File: src/rtl/thsu_pkg.sv
// Shared types and constants for the timestamp hit stream unpacker.
// No dependencies; imported by every module of the block.
`timescale 1ns / 1ps

package thsu_pkg;

    localparam int NUM_CHANNELS_DEF = 128;
    localparam int EPOCH_BITS_DEF   = 16;

    localparam int STAMP_BITS = 24;
    localparam int CHAN_W     = 7;
    localparam int TIME_W     = 40;
    localparam int COUNT_W    = 16;
    localparam int TOTAL_W    = 32;
    localparam int QDEPTH     = 4;

    localparam logic [7:0] TOP_WRAP   = 8'hFF;
    localparam logic [7:0] TOP_SCALER = 8'hFE;
    localparam logic [7:0] ARM_CODE   = 8'h80;

    typedef enum logic [1:0] {
        KIND_WRAP    = 2'd0,
        KIND_SCALER  = 2'd1,
        KIND_HIT     = 2'd2,
        KIND_UNKNOWN = 2'd3
    } t_kind;

    // decoded word as it sits in the queue
    typedef struct packed {
        t_kind                  kind;
        logic [CHAN_W-1:0]      channel;
        logic                   in_range;
        logic                   edge_bit;
        logic [STAMP_BITS-1:0]  stamp;
        logic [COUNT_W-1:0]     low16;
        logic                   arm;
    } t_item;

    typedef struct packed {
        t_kind                  kind;
        logic [CHAN_W-1:0]      channel;
        logic                   edge_res;
        logic                   first_hit;
        logic [TIME_W-1:0]      time_ticks;
        logic [TIME_W-1:0]      delta_ticks;
        logic                   missing_edge;
        logic                   missing_wrap;
        logic                   unexpected_wrap;
        logic                   counter_jump;
        logic [TOTAL_W-1:0]     good_wraps;
        logic [COUNT_W-1:0]     scaler_words;
    } t_result;

endpackage

File: src/rtl/thsu_fifo.sv
// Short queue of decoded items between front and back end.
// Depends on thsu_pkg.
`timescale 1ns / 1ps

module thsu_fifo import thsu_pkg::*; (
    input  logic  i_clk,
    input  logic  i_rst_n,
    input  logic  i_push,
    input  t_item i_data,
    output logic  o_full,
    input  logic  i_pop,
    output logic  o_valid,
    output t_item o_data
);

    localparam int PTR_W = (QDEPTH > 1) ? $clog2(QDEPTH) : 1;
    localparam int CNT_W = $clog2(QDEPTH + 1);

    t_item              r_mem [QDEPTH];
    logic [PTR_W-1:0]   r_wr_ptr, n_wr_ptr;
    logic [PTR_W-1:0]   r_rd_ptr, n_rd_ptr;
    logic [CNT_W-1:0]   r_count,  n_count;

    assign o_full  = (r_count == CNT_W'(QDEPTH));
    assign o_valid = (r_count != '0);
    assign o_data  = r_mem[r_rd_ptr];

    always_comb begin
        n_wr_ptr = r_wr_ptr;
        n_rd_ptr = r_rd_ptr;
        n_count  = r_count;
        if (i_push) begin
            n_wr_ptr = (r_wr_ptr == PTR_W'(QDEPTH - 1)) ? '0 : r_wr_ptr + PTR_W'(1);
        end
        if (i_pop) begin
            n_rd_ptr = (r_rd_ptr == PTR_W'(QDEPTH - 1)) ? '0 : r_rd_ptr + PTR_W'(1);
        end
        case ({i_push, i_pop})
            2'b10:   n_count = r_count + CNT_W'(1);
            2'b01:   n_count = r_count - CNT_W'(1);
            default: n_count = r_count;
        endcase
    end

    always_ff @(posedge i_clk) begin
        if (!i_rst_n) begin
            r_wr_ptr <= '0;
            r_rd_ptr <= '0;
            r_count  <= '0;
        end else begin
            r_wr_ptr <= n_wr_ptr;
            r_rd_ptr <= n_rd_ptr;
            r_count  <= n_count;
        end
    end

    always_ff @(posedge i_clk) begin
        if (i_push) begin
            r_mem[r_wr_ptr] <= i_data;
        end
    end

endmodule

File: config.mk
export PLATFORM = sky130hd
export DESIGN_NAME = thsu_fifo
export DESIGN_NICKNAME = d
export VERILOG_FILES = /design/src/rtl/thsu_pkg.sv /design/src/rtl/thsu_fifo.sv
export SDC_FILE = /design/constraint.sdc
export NUM_CORES = 1
export LEC_CHECK = 0
export BUFFER_PORTS_ARGS = -buffer_cell sky130_fd_sc_hd__buf_4
export CORE_MARGIN = 8
export CORE_UTILIZATION = 40
export CTS_CLUSTER_DIAMETER = 40
export DETAILED_ROUTE_END_ITERATION = 8
export PLACE_DENSITY_LB_ADDON = 0.12
export SLEW_MARGIN = 30
export SYNTH_ARGS = -nofsm -noshare
export SYNTH_HDL_FRONTEND = slang
export SYNTH_SLANG_ARGS = --single-unit
export TNS_END_PERCENT = 20
File: constraint.sdc
create_clock -name i_clk -period 5 [get_ports i_clk]
set_input_delay 0.25 -clock i_clk [delete_from_list [all_inputs] [get_ports i_clk]]
set_output_delay 0.25 -clock i_clk [all_outputs]
set_load 0.01 [all_outputs]
==> flow_summary_export.csv <==
group,metric,value,unit
power_and_ir_drop,switchingPower,0.963,mW
drt,dr.first_iter.drc_count,187,
drt,wl,15200,um
power_and_ir_drop,p_clk_share,46.8,%
global_routing,met2_usage,20.8,%
timing,timing.final.max_slew_violations,0,
synthesis,synthDominantAreaCellType,"sky130_fd_sc_hd__edfxtp_1",
synthesis,synthesis.yosys.warnings,0,
global_routing,initial_antenna_violation_count,1,
floorplan,die_area,24800,sq um
critical_path,critical_path_peak_fanout,34,
critical_path,worst-endpoint-arrival,2.57,ns
global_routing,congestion_overflow_gr,0,
synthesis,mappedNetlistNets,378,
clock_network,clkSinkCount,217,
critical_path,criticalPathCategory,"reg -> out",
synthesis,synth_common_cells,"208 x sky130_fd_sc_hd__edfxtp_1, 50 x sky130_fd_sc_hd__mux4_2, 9 x sky130_fd_sc_hd__dfxtp_1",
critical_path,cp_num_buf_inv,2,
drt,route.antenna.remaining_nets,0,
clock_network,post-cts-setup-buffer-count,0,
clock_network,clk_transition_reported_paths,0.05,ns
drt,detailedRoute.firstPassIterationCount,4,
global_routing,busiest_layer,"met2",
synthesis,syn-mean-instance-area,25.5,sq um
status,outcome,"completed",
clock_network,clock_tree_from_tritoncts,"yes",
job,number_of_max_cap_violations,0,
placement,place_area,9120,sq um
critical_path,timing.critical_path.cells,"buf_4 -> mux4_2 -> buf_4",
cells_and_area,finalInstanceArea,10700,sq um
synthesis,synth_flop_cell,"sky130_fd_sc_hd__edfxtp_1",
critical_path,setup_slack_on_the_worst_flop_to_flop_path,2.88,ns
global_routing,grt_util_met3,3.52,%
floorplan,pin_count,110,
global_routing,via_count_of_the_first_global_routing_pass,4295,
timing,timing.fmax,355,MHz
timing,worst_slew_margin,51.3,%
clock_network,cts.root.buffer_cell,"sky130_fd_sc_hd__clkbuf_16",
global_routing,groute.usage.overall,12.4,%
timing,finalWorstPathRequiredPeriod,2.82,ns
synthesis,sequential_to_total_area_share_from_yosys_stat,80.1,%
cells_and_area,final.fill_count,1576,
timing,clock-skew-final,0.00868,ns
synthesis,mappedNetlistArea,8020,sq um
global_routing,maximum_number_of_pins_on_one_net_before_global_route_repair,35,
critical_path,critPathSlowestCell,"sky130_fd_sc_hd__dfxtp_4",
timing,fin_tns_setup,0,ns
floorplan,chipWidth,158,um
synthesis,synth.area.top_cells,"sky130_fd_sc_hd__edfxtp_1 78%, sky130_fd_sc_hd__mux4_2 14%, sky130_fd_sc_hd__dfxtp_1 2.2%, sky130_fd_sc_hd__buf_12 1.2%, sky130_fd_sc_hd__ha_1 0.94%",
critical_path,worst_setup_path_end_kind,"output pin",
floorplan,initial_utilization,40.2,%
timing,final_min_period_over_clock_period,56.4,%
critical_path,reg2reg_from,"r_wr_ptr[0]",
critical_path,critical-path-max-stage-delay,0.80,ns
power_and_ir_drop,pwr-share-comb,8.3,%
timing,worst-slew-pin-transition,0.730,ns
worst_hold_path,min-delay-path-class,"in -> reg",
cells_and_area,area.sequential,6430,sq um
timing,hold_violations,0,
worst_hold_path,timing.hold.worst.start,"i_push",
drt,drt-vias-per-instance,4.76,
clock_network,clkLatencyLatePin,0.52,ns
global_routing,global_route.usage.met1,15.6,%
placement,place.port_buffers,109,
timing,setup-violations-final,0,
placement,globalplace.congestion,0.654,
synthesis,flops_latches_synth,217,
power_and_ir_drop,vdd_drop_max,303,uV
floorplan,floorplan.rows,52,
synthesis,netlist.area_leader.share,77.9,%
synthesis,post_synth_edffs,208,
power_and_ir_drop,power.static_leakage,3.71,nW
critical_path,path_delay_family,"flip-flops",
critical_path,worstSetupStartpointType,"flip-flop",
synthesis,async_set_or_reset_flop_fraction_in_the_synthesized_netlist,0,%
drt,routed-via-count,3800,
floorplan,fp.coreArea,20000,sq um
critical_path,required_time_reported_for_the_critical_path_endpoint,4.75,ns
synthesis,yosys.cell_count.top_type,"sky130_fd_sc_hd__edfxtp_1",
synthesis,yosysUniqueCellTypes,21,
timing,grt_setup_unrepaired,"no",
power_and_ir_drop,power-per-cell-area,438,nW/um^2
clock_network,cts_max_level,1,
placement,dpl.hpwl,8940,um
drt,route.detailed.drc,0,
clock_network,cts_made_buffers,31,
cells_and_area,nNetsFinal,568,
synthesis,synth_cells,315,
cells_and_area,fraction_of_layout_instances_using_a_drive_strength_above_1,42.0,%
power_and_ir_drop,internal_power,3.74,mW
drt,routedWlPerCell,19.1,um
cells_and_area,syn2layout_area_growth,33.8,%
cells_and_area,multiInputGateArea,1450,sq um
floorplan,floorplan.die.height,158,um
global_routing,grt_first_pass_wirelength,23300,um
critical_path,worst_path_most_repeated_cell,"sky130_fd_sc_hd__buf_4",
clock_network,cts_buffer_depth,3,
power_and_ir_drop,power.sequential.fraction,44.9,%
power_and_ir_drop,switching_share,20.5,%
[metal layers]
layer / wire length [um] / up-vias
met2: 7500 / 97
li1: - / 1731
met1: 6520 / 1949
met5: 0 / -
met4: 208 / 0
met3: 1010 / 23
[final timing paths]
kind / to / cells past startpoint
min reg2reg: r_count[2] / 2
max: o_data[13] / 3
min: r_wr_ptr[1] / 3
max reg2reg: r_mem[3][13] / 3
[layout by cell type (no fill, tap or decap), types with 2 or more instances in the layout]
master                            n
sky130_fd_sc_hd__ha_1             6
sky130_fd_sc_hd__or3_1            2
sky130_fd_sc_hd__clkinvlp_4       5
sky130_fd_sc_hd__nor2b_1          5
sky130_fd_sc_hd__clkinv_2         2
sky130_fd_sc_hd__dfxtp_1          7
sky130_fd_sc_hd__mux2i_1          3
sky130_fd_sc_hd__mux4_2          50
sky130_fd_sc_hd__clkbuf_1         2
sky130_fd_sc_hd__nor3b_1          3
sky130_fd_sc_hd__mux4_1           2
sky130_fd_sc_hd__and2_2           4
sky130_fd_sc_hd__clkinv_1         4
sky130_fd_sc_hd__clkinv_4         4
sky130_fd_sc_hd__inv_1            3
sky130_fd_sc_hd__xnor2_1          2
sky130_fd_sc_hd__buf_4          115
sky130_fd_sc_hd__edfxtp_1       208
sky130_fd_sc_hd__dlygate4sd3_1   53
sky130_fd_sc_hd__bufinv_16        6
sky130_fd_sc_hd__clkbuf_16       31
[registers in the layout, indices dropped and copies added, names as in the netlist, named ones only]
register,flops
r_rd_ptr,2
r_wr_ptr,2
r_count,3
r_mem,208
[worst register-to-register path, cell delays in order (launching register included)]
cell	delay, ns
sky130_fd_sc_hd__dfxtp_1	0.39
sky130_fd_sc_hd__ha_1	0.20
sky130_fd_sc_hd__and2_2	0.63
sky130_fd_sc_hd__buf_4	0.54
[power by group through the flow]
stage | clock, mW | combinational, mW | sequential [mW]
5_1_grt | 2.33 | 0.426 | 2.12
6_report | 2.20 | 0.391 | 2.11
3_3_place_gp | 0 | 0.356 | 2.15
4_1_cts | 2.26 | 0.403 | 2.11
3_5_place_dp | 0 | 0.367 | 2.15
2_1_floorplan | 0 | 0.205 | 2.13
[layout make-up]
class / count / area share (%)
timing repair buffer: 169 / 13.2
clock inverter: 23 / 2.77
multi-input combinational: 83 / 13.5
tap: 270 / 3.15
clock buffer: 33 / 7.30
antenna: 1 / 0.0233
inverter: 3 / 0.105
sequential: 217 / 59.9
[timing repair]
action / 4_1_cts / 5_1_grt
hold endpoints to repair: 212 / 0
endpoints found under the setup margin: 0 / 0
resized for setup: 0 / 0
hold buffers: 53 / 0
[metrics by stage]
| stage | instances | util (%) | power (mW) | hold WS, ns | worst slack [ns] |
|---|---|---|---|---|---|
| after detailed placement | 689 | 45.7 | 2.52 | 0.454 | 2.61 |
| after CTS | 798 | 53.7 | 4.77 | 0.0339 | 2.03 |
| after global routing | 799 | 53.7 | 4.87 | 0.0756 | 1.95 |
| after floorplan | 315 | - | 2.33 | 0.349 | 2.80 |
| final | 799 | 53.7 | 4.70 | 0.0524 | 2.18 |
| after global placement | 688 | 45.5 | 2.51 | 0.449 | 2.59 |
[kinds of logic (layout without fill, tap and decap cells)]
family,count (synthesis),after routing,synth area share [%]
flip-flops,217,217,80.1
multiplexers,55,55,15.1
AND/OR/NAND/NOR,15,15,1.22
buffers and inverters,15,228,1.89
adder cells (fa/ha/maj),7,7,1.19
AO/OA/AOI/OAI,4,4,0.312
XOR/XNOR,2,2,0.218
other,0,1,0
Power figures use the tool's default switching activity.
